[src/hw/rtl/wfht_pkg.sv]
// ----------------------------------------------------------------------------
// wfht_pkg
// Shared types, constants and codes for the word frequency hash table.
// ----------------------------------------------------------------------------
package wfht_pkg;

  localparam int TABLE_SIZE   = 4096;
  localparam int PROBE_STEP   = 13;
  localparam int PROBE_LIMIT  = 102;
  localparam int MAX_WORD_LEN = 31;
  localparam int HASH_BIAS    = 5003;

  localparam int SLOT_W = $clog2(TABLE_SIZE);
  localparam int CIDX_W = $clog2(MAX_WORD_LEN);
  localparam int LEN_W  = $clog2(MAX_WORD_LEN + 1) + 1;
  localparam int SLEN_W = $clog2(MAX_WORD_LEN + 1);
  localparam int CNT_W  = 32;
  localparam int META_W = 1 + SLEN_W + CNT_W;

  // request codes
  localparam logic [1:0] REQ_DICT   = 2'd0;
  localparam logic [1:0] REQ_SAMPLE = 2'd1;
  localparam logic [1:0] REQ_READ   = 2'd2;

  // result status codes
  typedef enum logic [2:0] {
    ST_INSERTED  = 3'd0,
    ST_COUNTED   = 3'd1,
    ST_NOT_FOUND = 3'd2,
    ST_FULL      = 3'd3,
    ST_TOO_LONG  = 3'd4,
    ST_EMPTY     = 3'd5,
    ST_READ      = 3'd6
  } status_t;

  typedef enum logic [3:0] {
    S_CLEAR, S_IDLE, S_CHECK, S_PROBE_RD, S_PROBE_EV, S_COPY,
    S_CMP_RD, S_CMP_EV, S_RD_META, S_RD_EV, S_RD_CHR, S_RD_OUT
  } state_t;

  // controller to datapath
  typedef struct packed {
    logic    clr_step;
    logic    absorb;
    logic    load_idx;
    logic    load_home;
    logic    advance;
    logic    meta_rd;
    logic    meta_wr_ins;
    logic    meta_wr_cnt;
    logic    chr_rd;
    logic    chr_wr;
    logic    i_clr;
    logic    i_inc;
    logic    emit;
    status_t emit_status;
    logic    finish;
  } cmd_t;

  // datapath to controller
  typedef struct packed {
    logic clr_last;
    logic overlong;
    logic len_zero;
    logic mode_cnt;
    logic used;
    logic len_match;
    logic chr_eq;
    logic first_probe;
    logic ins_last;
    logic cnt_last;
    logic i_last;
    logic rd_last;
  } sts_t;

endpackage

[src/hw/rtl/wfht_ctrl.sv]
// ----------------------------------------------------------------------------
// wfht_ctrl
// Controller: sequences clearing, word finish, probing, compare and read out.
// ----------------------------------------------------------------------------
module wfht_ctrl (
  input  logic           clk,
  input  logic           rst,
  input  logic           start,
  input  logic [1:0]     req_type,
  input  logic           word_end,
  input  wfht_pkg::sts_t sts,
  output wfht_pkg::cmd_t cmd,
  output logic           busy
);
  import wfht_pkg::*;

  state_t state, state_next;

  // hold state
  always_ff @(posedge clk) begin
    if (rst) begin
      state <= S_CLEAR;
    end else begin
      state <= state_next;
    end
  end

  // next state
  always_comb begin
    state_next = state;
    unique case (state)
      S_CLEAR:    if (sts.clr_last) state_next = S_IDLE;
      S_IDLE: begin
        if (start) begin
          if (req_type == REQ_READ) begin
            state_next = S_RD_META;
          end else if ((req_type == REQ_DICT || req_type == REQ_SAMPLE) && word_end) begin
            state_next = S_CHECK;
          end
        end
      end
      S_CHECK:    state_next = (sts.overlong || sts.len_zero) ? S_IDLE : S_PROBE_RD;
      S_PROBE_RD: state_next = S_PROBE_EV;
      S_PROBE_EV: begin
        if (!sts.mode_cnt) begin
          if (!sts.used)        state_next = S_COPY;
          else if (sts.ins_last) state_next = S_IDLE;
          else                  state_next = S_PROBE_RD;
        end else begin
          if (sts.first_probe && !sts.used)  state_next = S_IDLE;
          else if (sts.used && sts.len_match) state_next = S_CMP_RD;
          else if (sts.cnt_last)             state_next = S_IDLE;
          else                               state_next = S_PROBE_RD;
        end
      end
      S_COPY:     if (sts.i_last) state_next = S_IDLE;
      S_CMP_RD:   state_next = S_CMP_EV;
      S_CMP_EV: begin
        if (sts.chr_eq) begin
          state_next = sts.i_last ? S_IDLE : S_CMP_RD;
        end else begin
          state_next = sts.cnt_last ? S_IDLE : S_PROBE_RD;
        end
      end
      S_RD_META:  state_next = S_RD_EV;
      S_RD_EV:    state_next = sts.used ? S_RD_CHR : S_IDLE;
      S_RD_CHR:   state_next = S_RD_OUT;
      S_RD_OUT:   state_next = sts.rd_last ? S_IDLE : S_RD_CHR;
      default:    state_next = S_IDLE;
    endcase
  end

  // commands
  always_comb begin
    cmd             = '0;
    cmd.emit_status = ST_INSERTED;
    busy            = (state != S_IDLE);
    unique case (state)
      S_CLEAR: cmd.clr_step = 1'b1;
      S_IDLE: begin
        if (start) begin
          cmd.load_idx = (req_type == REQ_READ);
          cmd.absorb   = (req_type == REQ_DICT || req_type == REQ_SAMPLE);
        end
      end
      S_CHECK: begin
        if (sts.overlong) begin
          cmd.emit        = 1'b1;
          cmd.emit_status = ST_TOO_LONG;
          cmd.finish      = 1'b1;
        end else if (sts.len_zero) begin
          cmd.emit        = 1'b1;
          cmd.emit_status = ST_EMPTY;
          cmd.finish      = 1'b1;
        end else begin
          cmd.load_home = 1'b1;
        end
      end
      S_PROBE_RD: cmd.meta_rd = 1'b1;
      S_PROBE_EV: begin
        if (!sts.mode_cnt) begin
          if (!sts.used) begin
            cmd.meta_wr_ins = 1'b1;
            cmd.i_clr       = 1'b1;
          end else if (sts.ins_last) begin
            cmd.emit        = 1'b1;
            cmd.emit_status = ST_FULL;
            cmd.finish      = 1'b1;
          end else begin
            cmd.advance = 1'b1;
          end
        end else begin
          if ((sts.first_probe && !sts.used) ||
              (!(sts.used && sts.len_match) && sts.cnt_last)) begin
            cmd.emit        = 1'b1;
            cmd.emit_status = ST_NOT_FOUND;
            cmd.finish      = 1'b1;
          end else if (sts.used && sts.len_match) begin
            cmd.i_clr = 1'b1;
          end else begin
            cmd.advance = 1'b1;
          end
        end
      end
      S_COPY: begin
        cmd.chr_wr = 1'b1;
        cmd.i_inc  = 1'b1;
        if (sts.i_last) begin
          cmd.emit        = 1'b1;
          cmd.emit_status = ST_INSERTED;
          cmd.finish      = 1'b1;
        end
      end
      S_CMP_RD: cmd.chr_rd = 1'b1;
      S_CMP_EV: begin
        if (sts.chr_eq) begin
          if (sts.i_last) begin
            cmd.meta_wr_cnt = 1'b1;
            cmd.emit        = 1'b1;
            cmd.emit_status = ST_COUNTED;
            cmd.finish      = 1'b1;
          end else begin
            cmd.i_inc = 1'b1;
          end
        end else if (sts.cnt_last) begin
          cmd.emit        = 1'b1;
          cmd.emit_status = ST_NOT_FOUND;
          cmd.finish      = 1'b1;
        end else begin
          cmd.advance = 1'b1;
        end
      end
      S_RD_META: cmd.meta_rd = 1'b1;
      S_RD_EV: begin
        cmd.i_clr = 1'b1;
        if (!sts.used) begin
          cmd.emit        = 1'b1;
          cmd.emit_status = ST_READ;
        end
      end
      S_RD_CHR: cmd.chr_rd = 1'b1;
      S_RD_OUT: begin
        cmd.emit        = 1'b1;
        cmd.emit_status = ST_READ;
        cmd.i_inc       = 1'b1;
      end
      default: cmd = '0;
    endcase
  end

endmodule

[config.mk]
export PLATFORM = sky130hd
export DESIGN_NAME = wfht_ctrl
export DESIGN_NICKNAME = d
export VERILOG_FILES = /design/src/hw/rtl/wfht_pkg.sv /design/src/hw/rtl/wfht_ctrl.sv
export SDC_FILE = /design/constraint.sdc
export NUM_CORES = 1
export LEC_CHECK = 0
export BUFFER_PORTS_ARGS = -buffer_cell sky130_fd_sc_hd__buf_2
export CORE_MARGIN = 2
export CORE_UTILIZATION = 42
export DETAILED_ROUTE_END_ITERATION = 7
export GPL_TIMING_DRIVEN = 0
export PLACE_DENSITY_LB_ADDON = 0.25
export SETUP_SLACK_MARGIN = 0.3
export SYNTH_ARGS = -nofsm -noshare
export SYNTH_HDL_FRONTEND = slang
export SYNTH_SLANG_ARGS = --single-unit
[constraint.sdc]
create_clock -name clk -period 1.44 [get_ports clk]
set_clock_uncertainty 0.2 [all_clocks]
set_input_delay 0.072 -clock clk [delete_from_list [all_inputs] [get_ports clk]]
set_output_delay 0.072 -clock clk [all_outputs]
set_load 0.02 [all_outputs]
==> results of run 1 <==
## what timing repair did
action	4_1_cts
setup endpoints to repair	22
endpoints found under the hold margin	4
pin swaps	17
resized for setup	64
hold buffers	2
gates cloned	1
setup buffers	15
## per-layer routing
metal  GRT overflow  track usage
met5              0       0.0250
met4              8        0.794
met3              0        0.585
met2              5        0.843
met1              0        0.731
## cells in the mapped netlist (2+ instances only)
cell      count  area share
nor3_1        4       0.025
nor3b_1       2       0.019
o21ai_0       7       0.044
inv_1         5       0.024
nor2b_1       2       0.016
nand2_1       9       0.043
buf_4         2       0.019
dfxtp_1       4        0.10
nor2_1       11       0.052
a21o_1        5       0.048
and3_1        2       0.016
a21boi_0      2       0.019
nor4_1        2       0.016
nand3b_1      4       0.038
buf_6         3       0.043
nand3_1       5       0.032
a21oi_1       9       0.057
nand2b_1      8       0.063
buf_2         3       0.019
## cell families after synthesis
kind of cell    after synthesis
flops                         4
buf+inv                      13
compound gates               39
simple gates                 58
mux                           1
## through the flow
step	setup slack [ns]	cells	area [sq um]	hold WS [ns]	TNS [ns]
after floorplan	-0.0701	115	985	-0.0601	-0.145
after global placement	-0.265	175	1190	0.108	-1.72
after detailed placement	-0.278	175	1190	0.109	-1.96
after CTS	-0.268	197	1640	0.109	-3.60
==> reports/qor.csv, run 1 <==
stage,metric,value,unit
run_status,toolErrorMsg,[ERROR GRT-0232] Routing congestion too high. Check the congestion heatmap in the GUI.,
yosys,syn_area_per_cell,6.87,sq um
yosys,synthMuxAreaShare,0.0143,
place,port_buffers,35,
sta,worstEpCategory,output port,
floorplanning,num_rows,15,
yosys,synth_cells,115,
yosys,yosys.area_share.simple,0.431,
clock_network,clock-sinks,4,
yosys,synthDistinctLibCells,45,
place,dp_hpwl,1.93,mm
clock_network,numCtsBuffers,3,
clock_network,htreeDepth,1,
floorplanning,fp.dieW,47.4,um
grt,grt-ovfl-total,13,
sta,worst_endpoint,cmd[1],
yosys,synth_flop_cell,dfxtp_1,
yosys,async_reset_ff_frac,0,
yosys,ys_ff_latch,4,
floorplanning,pin_count,36,
yosys,synth_compound_area_frac,0.349,
yosys,synth_top_family_by_area,simple AND/OR/NAND/NOR gates,
floorplanning,initial_utilization,0.452,
run_status,outcome,stopped before the end,
yosys,synth_area,790,sq um
yosys,ys_seq_area_frac,0.101,
clock_network,clockBufferDepth,2,
run_status,lastStage,5_1_grt,
grt,grt_usage,0.721,
place,gp_congestion,0.815,
yosys,synth_fa_ha_area_frac,0,
yosys,synth-edff-count,0,
floorplanning,die_h,47.4,um
yosys,ys_warn_count,0,
clock_network,cts_root_buffer,clkbuf_4,
yosys,synth-xor-area-share,0,
grt,grt_max_degree,11,
yosys,syn_nets,133,
==> run 2: changes to the inputs <==
- CORE_AREA: unset -> 2 2 63 65
- CORE_MARGIN: 2 -> unset
- CORE_UTILIZATION: 42 -> unset
- DIE_AREA: unset -> 0 0 65 67
- PLACE_DENSITY_LB_ADDON: 0.25 -> 0.15
- SETUP_SLACK_MARGIN: 0.3 -> unset
- clock period: 1.44 -> 1.9 ns (I/O delays scaled with it)
==> run 2 against run 1 <==
Net effect: area after synthesis did not move; synthesized cell count did not move; the flow now finishes without violations.
==> reports/qor.csv, run 2 <==
stage,metric,value,unit,change
run_status,outcome,finished clean,,
yosys,yosys.area_share.simple,0.431,,unchanged
place,dp_hpwl,2.08,mm,+7.7%
grt,grt_pass1_vias,962,,
floorplanning,fp.dieArea,4360,sq um,
cells_and_area,largest_register_ffs,4,,
yosys,synth_flop_cell,dfxtp_1,,
cells_and_area,layout_commonest_cell,buf_2,,
drt,antenna_left,0,,
yosys,synth-xor-area-share,0,,unchanged
critical_path,cp_max_fo,9,,
grt,grt_pass1_wl,4.41,mm,
sta,hold_viol_final,0,,
drt,drc_errors,0,,
critical_path,cp-start-kind,flip-flop,,
sta,grt_setup_unrepaired,no,,
yosys,synth_area,790,sq um,unchanged
cells_and_area,postLayoutCellArea,1130,sq um,
yosys,synthDistinctLibCells,45,,unchanged
place,gp_congestion,0.815,,about the same
critical_path,path_class,reg2reg,,
grt,grt_max_degree,11,,
yosys,synth-edff-count,0,,unchanged
power_and_ir_drop,peakVddDrop,216,uV,
clock_network,clock-sinks,4,,unchanged
drt,num_vias,976,,
yosys,syn_nets,133,,unchanged
cells_and_area,reg_top3,state: 4 flops,,
sta,period_share,0.954,,
power_and_ir_drop,p_leak,0.000505,uW,
yosys,synth_fa_ha_area_frac,0,,unchanged
yosys,synth_compound_area_frac,0.349,,unchanged
grt,antenna_found_initial,0,,
sta,finalSetupTns,0,ns,
yosys,syn_area_per_cell,6.87,sq um,unchanged
floorplanning,num_rows,22,,+7
hold_path,hp-class,in2reg,,
drt,vias_per_cell,4.81,,
place,port_buffers,35,,unchanged
sta,maxSlewViolCount,0,,
critical_path,arrival,1.71,ns,
clock_network,cts_root_buffer,clkbuf_8,,
floorplanning,initial_utilization,0.219,,-0.233
clock_network,cts_tree,yes,,
cells_and_area,drive_gt1_frac,0.432,,
cells_and_area,final_cell_mix,"buf_2, nor2_1, nand2_1, a21oi_1, nand2b_1",,
floorplanning,core_area,3610,sq um,
grt,grt-ovfl-total,0,,
sta,timing.max_slew.rel_slack,0.816,,
drt,firstDrtPassIters,4,,
yosys,synth_cells,115,,unchanged
yosys,async_reset_ff_frac,0,,unchanged
sta,tightest_slew,0.275,ns,
grt,grt_usage,0.131,,
cells_and_area,seq_area,85.1,sq um,
cells_and_area,area_growth_syn_to_layout,43.4,%,
clock_network,numCtsBuffers,3,,unchanged
clock_network,clk_latency,0.22,ns,
critical_path,crit_required,1.80,ns,
yosys,synthMuxAreaShare,0.0143,,unchanged
yosys,ys_top_cells_by_count,"nor2_1, a21oi_1, nand2_1",,
cells_and_area,layout.nets,175,,
place,dpl_cell_area,1030,sq um,-13%
floorplanning,die_h,67,um,+41%
run,drv_cap,0,,
cells_and_area,antenna_cells,0,,
floorplanning,fp.dieW,65,um,+37%
critical_path,worstSetupEndpointType,flip-flop,,
yosys,ys_seq_area_frac,0.101,,unchanged
yosys,ys_warn_count,0,,unchanged
floorplanning,pin_count,36,,unchanged
yosys,synth_top_family_by_area,simple AND/OR/NAND/NOR gates,,
cells_and_area,multi_input_area,664,sq um,
drt,drt-initial-drc-count,19,,
yosys,yosysMostFrequentCell,nor2_1,,
yosys,yosysTopAreaCellShare,0.101,,unchanged
cells_and_area,top_register,state,,
clock_network,clockBufferDepth,2,,unchanged
clock_network,htreeDepth,1,,unchanged
sta,fin_crit,1.81,ns,
yosys,synth.area.top_cells,"dfxtp_1, nand2b_1, a21oi_1, nor2_1, a21o_1",,
power_and_ir_drop,p_per_area,372,nW/um^2,
sta,clock.fmax,0.552,GHz,
drt,wl,2.62,mm,
sta,setup_viol,0,,
yosys,synth.largest_area_cell,dfxtp_1,,
drt,wire_per_inst,12.9,um,
yosys,ys_ff_latch,4,,unchanged
clock_network,clk_pin_slew_worst_paths,0.03,ns,
cells_and_area,nFillCells,401,,
-- run 2: cell counts after synthesis --
Identical to the previous run, type by type.
-- run 2: per-stage QoR --
stage                     power [uW]  setup slack (ns)  hold WS [ns]   util  cells
after floorplan                  180            0.0728       -0.0371      -    115
after global placement           230             0.150         0.141  0.286    198
after detailed placement         231             0.142         0.136  0.286    198
after CTS                        423          -0.00929        0.0259  0.306    202
after global routing             448           0.00483        0.0317  0.314    203
final                            421            0.0868        0.0208  0.314    203
-- run 2: logic make-up after synthesis --
logic type / after synthesis
AOI/OAI and AO/OA: 39
buffers and inverters: 13
DFF: 4
muxes: 1
and+or+nand+nor: 58
-- run 2: final cells by class --
cell class	count	share of cell area
well taps	48	0.0530
repair buffers	37	0.170
multi-input cells	98	0.587
flip-flops and latches	4	0.0751
plain buffers	8	0.0586
inverters	5	0.0199
clock buffers	3	0.0365
-- run 2: final timing paths --
path / startpoint / endpoint / slack [ns] / depth (start not counted)
setup reg to reg: state[1] / state[0] / 0.09 / 6
hold reg to reg: state[2] / state[3] / 0.47 / 3
hold / removal: sts[11] / state[0] / 0.02 / 4
setup / recovery: state[1] / state[0] / 0.09 / 6
-- run 2: critical path: stages, from the launching register on --
cell,delay [ns]
dfxtp_1,0.30
buf_4,0.17
clkinvlp_4,0.18
buf_4,0.18
a21oi_2,0.12
o22ai_2,0.12
o41a_1,0.43
-- run 2: per-layer routing --
layer  share of wire  global-route usage  vias up
met3           0.058              0.0236        4
li1                -                   -      496
met1            0.45               0.156      442
met5               0                   0        -
met4           0.017              0.0559        0
met2            0.48               0.228       34
-- run 2: timing repair --
| action | 4_1_cts | 5_1_grt |
|---|---|---|
| pin swaps | 0 | 2 |
| setup endpoints to repair | 4 | 6 |
| gates cloned | 0 | 0 |
| buffers inserted | 0 | 1 |
| gates resized for setup | 6 | 8 |
| hold buffers | 1 | 0 |
| endpoints found under the hold margin | 3 | 0 |
-- run 2: where the power goes --
group | switching [uW] | leakage [uW] | internal, uW | total, uW
combinational | 82.6 | 0.000450 | 65.8 | 148
clock | 49.5 | 0.0000216 | 135 | 185
sequential | 1.56 | 0.0000339 | 86.2 | 87.8
No activity file was read; power rests on OpenSTA's default activity.
==> run 3: changes to the inputs <==
- ABC_AREA: unset -> 1
==> run 3 against run 2 <==
Net effect: design area fell by 11%; critical path type is now reg2out; cell count rose by 12%; sequential cell count did not move; global-route usage fell by 1.9 points.
==> reports/qor.csv, run 3 <==
stage,metric,value,unit,change
run_status,outcome,finished clean,,
sta,setup_viol,0,,unchanged
yosys,synth_area,682,sq um,-14%
power_and_ir_drop,intPower,301,uW,+4.7%
power_and_ir_drop,p_per_area,487,nW/um^2,+31%
clock_network,htreeDepth,1,,unchanged
critical_path,worstPathCellList,inv_2 -> nor2_4 -> nand2_4 -> nor2_2 -> nand3_1 -> o21a_1 -> nand3_1 -> buf_2,,
clock_network,cts_tree,yes,,
power_and_ir_drop,clock_power_share,0.355,,-0.084
clock_network,clk_latency,0.21,ns,about the same
critical_path,critPathMaxStageDelay,0.36,ns,-0.07 ns
yosys,ys_top_cells_by_count,"nand2_1, nor2_1, inv_1, nand3_1, o21ai_0",,
power_and_ir_drop,power_switching,192,uW,+44%
drt,num_vias,963,,-1.3%
cells_and_area,post-route-util,0.281,,-0.0333
floorplanning,fp.dieArea,4360,sq um,unchanged
yosys,async_reset_ff_frac,0,,unchanged
critical_path,critical_path.top_delay_family,simple AND/OR/NAND/NOR gates,,
grt,grt_pass1_vias,943,,-2.0%
critical_path,arrival,1.49,ns,-0.22 ns
power_and_ir_drop,seqPwrFrac,0.213,,+0.005
cells_and_area,layout_commonest_cell,nand2_1,,
hold_path,hp-start,req_type[1],,
cells_and_area,antenna_cells,0,,unchanged
cells_and_area,layout.nets,199,,+14%
yosys,synth_cells,137,,+19%
sta,clock.fmax,0.559,GHz,+1.4%
yosys,ys_ff_latch,4,,unchanged
power_and_ir_drop,p_leak,0.000619,uW,+23%
cells_and_area,top_register,state,,
yosys,synth-edff-count,0,,unchanged
floorplanning,die_h,67,um,unchanged
critical_path,cp_slowest_cell,dfxtp_4,,
yosys,syn_area_per_cell,4.98,sq um,-27%
sta,timing.max_slew.rel_slack,0.816,,about the same
yosys,yosysMostFrequentCell,nand2_1,,
critical_path,cp-start-kind,flip-flop,,
critical_path,r2r-start,state[3],,
run,drv_cap,0,,unchanged
cells_and_area,final_cell_mix,"nand2_1, buf_2, nor2_1",,
clock_network,clock-sinks,4,,unchanged
grt,grt_pass1_wl,3.76,mm,-15%
floorplanning,pin_count,36,,unchanged
grt,grt_max_degree,8,,-3
critical_path,r2r_slack,0.39,ns,+0.30 ns
sta,period_share,0.941,,-0.0131
cells_and_area,largest_register_ffs,4,,unchanged
yosys,synth.area.top_cells,"nand2_1, nand3_1, nor2_1, dfxtp_1, inv_1",,
cells_and_area,reg_top3,state: 4 flops,,
yosys,synthDistinctLibCells,18,,-60%
grt,antenna_found_initial,0,,unchanged
grt,grt_usage,0.112,,-0.0189
floorplanning,num_rows,22,,unchanged
critical_path,path_buf_inv,2,,-1
hold_path,holdPathStages,5,,+1
yosys,synth_flop_cell,dfxtp_1,,
drt,firstDrtPassIters,4,,unchanged
clock_network,numCtsBuffers,3,,unchanged
drt,wl,2.37,mm,-9.5%
cells_and_area,area_growth_syn_to_layout,48.4,%,
power_and_ir_drop,combPwrFrac,0.432,,+0.080
clock_network,clockBufferDepth,2,,unchanged
drt,drc_errors,0,,unchanged
sta,maxSlewViolCount,0,,unchanged
power_and_ir_drop,power.total,493,uW,+17%
critical_path,path_class,reg2out,,
critical_path,r2r-end,state[1],,
yosys,syn_nets,155,,+17%
hold_path,hold_end,state[3],,
floorplanning,core_area,3610,sq um,unchanged
critical_path,worstSetupEndpointType,output pin,,
critical_path,reg2regPathDepth,8,,+2
grt,grt-ovfl-total,0,,unchanged
drt,antenna_left,0,,unchanged
yosys,ys_warn_count,0,,unchanged
yosys,synth.largest_area_cell,nand2_1,,
floorplanning,fp.dieW,65,um,unchanged
clock_network,clk_pin_slew_worst_paths,0.03,ns,about the same
hold_path,hp-class,in2reg,,
cells_and_area,drive_gt1_frac,0.318,,-0.114
critical_path,crit_required,1.60,ns,-0.20 ns
place,dp_hpwl,2.02,mm,-2.9%
drt,vias_per_cell,4.24,,-12%
drt,wire_per_inst,10.4,um,-19%
place,gp_congestion,0.811,,-0.47%
power_and_ir_drop,switching_share,0.390,,+0.0722
power_and_ir_drop,peakVddDrop,360,uV,+67%
critical_path,cp_max_fo,5,,-4
yosys,ys_seq_area_frac,0.117,,+0.0160
clock_network,cts_root_buffer,clkbuf_8,,
sta,whs,0.150,ns,+0.129 ns
critical_path,path_common_cell,nand3_1,,
sta,hold_viol_final,0,,unchanged
place,port_buffers,35,,unchanged
sta,fin_crit,1.79,ns,-0.0249 ns
floorplanning,initial_utilization,0.189,,-0.0298
yosys,yosysTopAreaCellShare,0.237,,+0.135
drt,drt-initial-drc-count,24,,+5
sta,tightest_slew,0.274,ns,-0.00113 ns
## run 3: cell count changes after synthesis, sizes merged, moves of 3 or more
cell,change
nand2b,-9
a21o,-5
o21ai,-3
nor2,+18
a21oi,-9
nand2,+36
buf,-8
nor2b,-3
inv,+15
nand3,+13
nor3b,-3
## run 3: metal layers
metal	routed length (um)	global-route usage
met5	0	0
met4	0	0.0319
met3	114	0.0186
met2	1210	0.216
met1	1050	0.123
## run 3: tightest hold or removal path, cell delays in order
cell,delay (ns)
buf_2,0.12
nand3_1,0.10
nand3_1,0.08
nand2_1,0.07
nor2_1,0.04
## run 3: cell families after synthesis
group	count (synthesis)	share of synthesized area
AND/OR/NAND/NOR	104	0.699
buffers and inverters	20	0.110
AO/OA/AOI/OAI	9	0.0734
flip-flops	4	0.117
## run 3: layout make-up
class,instances,area (sq um)
clock buffers,3,41.3
well taps,48,60.1
fillers,429,2590
multi-input cells,113,537
repair buffers,39,213
inverters,20,75.1
flip-flops and latches,4,86.3
## run 3: stage by stage
stage / setup slack (ns) / area [sq um] / TNS (ns) / cells
2_1_floorplan: 0.263 / 682 / 0 / 137
3_3_place_gp: 0.230 / 917 / 0 / 220
6_report: 0.112 / 1010 / 0 / 227
3_5_place_dp: 0.191 / 917 / 0 / 220
5_1_grt: -0.00621 / 1010 / -0.00621 / 227
4_1_cts: 0.0408 / 980 / 0 / 225
## run 3: worst max-delay path by stage
stage,start,end,cells past startpoint
2_1_floorplan,state[2],cmd[4],6
3_3_place_gp,state[2],cmd[0],8
3_5_place_dp,state[2],cmd[0],8
4_1_cts,state[2],cmd[0],8
5_1_grt,state[2],cmd[0],8
6_report,state[2],cmd[4],8
## run 3: power groups by stage
stage | clock (uW) | sequential, uW | combinational, uW
CTS | 179 | 103 | 211
finish | 175 | 105 | 213
global route | 187 | 106 | 240
detailed placement | 0 | 104 | 207
floorplan | 0 | 102 | 138
global placement | 0 | 104 | 207
## run 3: repair_timing
action                                  4_1_cts  5_1_grt
endpoints found under the setup margin        3        4
hold endpoints to repair                      4        0
hold buffers                                  2        0
resized for setup                             1        7
buffers inserted                              0        2
pin swaps                                     0        2
==> run 4: changes to the inputs <==
- clock period: 1.9 -> 2.1 ns (I/O delays scaled with it)
==> run 4 against run 3 <==
Net effect: combinational power is 12% lower; non-clock buffer count is 3 lower; total power is 11% lower; sequential share of layout area is 0.26 points lower; largest power group unchanged.
==> reports/qor.csv, run 4 (same netlist as run 3, synthesis figures left out) <==
stage,metric,value,unit,change
critical_path,worstSetupEndpointType,output pin,,
drt,drc_errors,0,,unchanged
grt,grt_use_met1,0.123,,unchanged
grt,grt_max_degree,8,,unchanged
sta,timing.max_slew.rel_slack,0.817,,about the same
power_and_ir_drop,power.total,440,uW,-11%
place,gp_congestion,0.811,,unchanged
floorplanning,num_rows,22,,unchanged
grt,grt_util_met2,0.214,,-0.00258
sta,whs,0.00820,ns,-0.142 ns
sta,tightest_slew,0.273,ns,-0.000464 ns
critical_path,worstPathCellList,inv_2 -> nor2_4 -> nand2_2 -> nor2_1 -> nand3_1 -> o21a_1 -> nand3b_1 -> buf_2,,
cells_and_area,nFillCells,428,,-0.23%
critical_path,path_class,reg2out,,
critical_path,cp-start-kind,flip-flop,,
drt,num_vias,957,,-0.62%
power_and_ir_drop,intPower,269,uW,-11%
cells_and_area,seq_area,80.1,sq um,-7.2%
grt,grt_usage,0.111,,-0.000711
clock_network,post_cts_resized,0,,-1
hold_path,hp-class,in2reg,,
cells_and_area,layout.nets,196,,-1.5%
power_and_ir_drop,seqPwrFrac,0.213,,about the same
drt,wl,2.33,mm,-1.7%
critical_path,cp_max_fo,5,,unchanged
sta,maxSlewViolCount,0,,unchanged
sta,hold_viol_final,0,,unchanged
sta,setup_viol,0,,unchanged
power_and_ir_drop,combPwrFrac,0.427,,-0.005
grt,met3_usage,0.0186,,unchanged
drt,vias_per_cell,4.27,,+0.71%
place,port_buffers,35,,unchanged
clock_network,numCtsBuffers,3,,unchanged
drt,wire_per_inst,10.4,um,-0.41%
clock_network,clock-sinks,4,,unchanged
cells_and_area,final_cell_mix,"nand2_1, buf_2, nor2_1",,
cells_and_area,antenna_cells,0,,unchanged
floorplanning,core_area,3610,sq um,unchanged
power_and_ir_drop,p_per_area,454,nW/um^2,-6.9%
cells_and_area,postLayoutCellArea,968,sq um,-4.3%
cells_and_area,largest_register_ffs,4,,unchanged
sta,clock.fmax,0.523,GHz,
grt,antenna_found_initial,0,,unchanged
drt,drt-initial-drc-count,22,,-8.3%
floorplanning,fp.dieArea,4360,sq um,unchanged
power_and_ir_drop,peakVddDrop,318,uV,-12%
sta,finalSetupTns,0,ns,unchanged
clock_network,cts_root_buffer,clkbuf_8,,
floorplanning,die_h,67,um,unchanged
power_and_ir_drop,clock_power_share,0.360,,+0.005
critical_path,arrival,1.61,ns,+0.12 ns
clock_network,clk_latency,0.21,ns,about the same
cells_and_area,top_register,state,,
sta,fin_crit,1.91,ns,
floorplanning,pin_count,36,,unchanged
power_and_ir_drop,p_leak,0.000601,uW,-3.0%
grt,grt_pass1_vias,927,,-1.7%
cells_and_area,drive_gt1_frac,0.284,,-0.0343
critical_path,cp_slowest_cell,dfxtp_1,,
clock_network,cts_tree,yes,,
clock_network,htreeDepth,1,,unchanged
cells_and_area,layout_commonest_cell,nand2_1,,
place,dp_hpwl,2.02,mm,unchanged
drt,antenna_left,0,,unchanged
floorplanning,fp.dieW,65,um,unchanged
cells_and_area,reg_top3,state: 4 flops,,
grt,grt.busiest_layer,met2,,
drt,firstDrtPassIters,4,,unchanged
power_and_ir_drop,power_switching,170,uW,-11%
grt,grt_pass1_wl,3.73,mm,-0.74%
place,dpl_cell_area,917,sq um,unchanged
sta,grt_setup_unrepaired,no,,
clock_network,clk_pin_slew_worst_paths,0.03,ns,about the same
clock_network,clockBufferDepth,2,,unchanged
power_and_ir_drop,switching_share,0.388,,-0.00170
floorplanning,initial_utilization,0.189,,unchanged
critical_path,crit_required,1.79,ns,+0.19 ns
run,drv_cap,0,,unchanged
sta,period_share,0.911,,
grt,grt-ovfl-total,0,,unchanged
critical_path,critPathMaxStageDelay,0.41,ns,+0.05 ns
cells_and_area,post-route-util,0.269,,-0.0121
run_status,outcome,finished clean,,
cells_and_area,area_growth_syn_to_layout,42.0,%,
cells_and_area,multi_input_area,527,sq um,-1.9%
run 4: stage by stage:
step                worst slack, ns  std cells
finish                        0.187        224
global route                 0.0175        224
CTS                           0.156        224
detailed placement            0.381        220
global placement              0.420        220
floorplan                     0.453        137
run 4: worst max-delay path, delay by kind of cell, from the launching register on:
family,cells,cell delay [ns]
simple gates,5,0.55
flops,1,0.41
buf+inv,2,0.26
compound gates,1,0.16
run 4: worst paths after layout:
path | from | endpoint | slack [ns] | cells past startpoint
setup / recovery | state[2] | cmd[0] | 0.19 | 8
hold / removal | sts[11] | state[0] | 0.008 | 3
hold reg to reg | state[2] | state[0] | 0.56 | 4
setup reg to reg | state[2] | state[1] | 0.58 | 8
run 4: power groups by stage:
stage	Sequential [uW]	Combinational, uW	Clock (uW)
after global placement	94.0	188	0
after global routing	94.9	212	168
after CTS	93.4	190	162
after detailed placement	94.5	187	0
after floorplan	92.0	125	0
final	93.7	188	158
run 4: layout make-up:
class,instances,share of cell area
clock buffer,3,0.0426
multi-input combinational,113,0.544
timing repair buffer,36,0.191
tap,48,0.0620
inverter,20,0.0775
sequential,4,0.0827
run 4: repair_timing:
action,CTS,global route
endpoints found under the hold margin,3,0
hold buffers,1,0
setup buffers,0,0
run 4: per-layer routing:
metal / part of all wire / wire length [um] / up-vias
met1: 0.43 / 1010 / 415
met3: 0.059 / 138 / 0
met2: 0.51 / 1180 / 30
li1: - / - / 512
met5: 0 / 0 / -
met4: 0 / 0 / 0
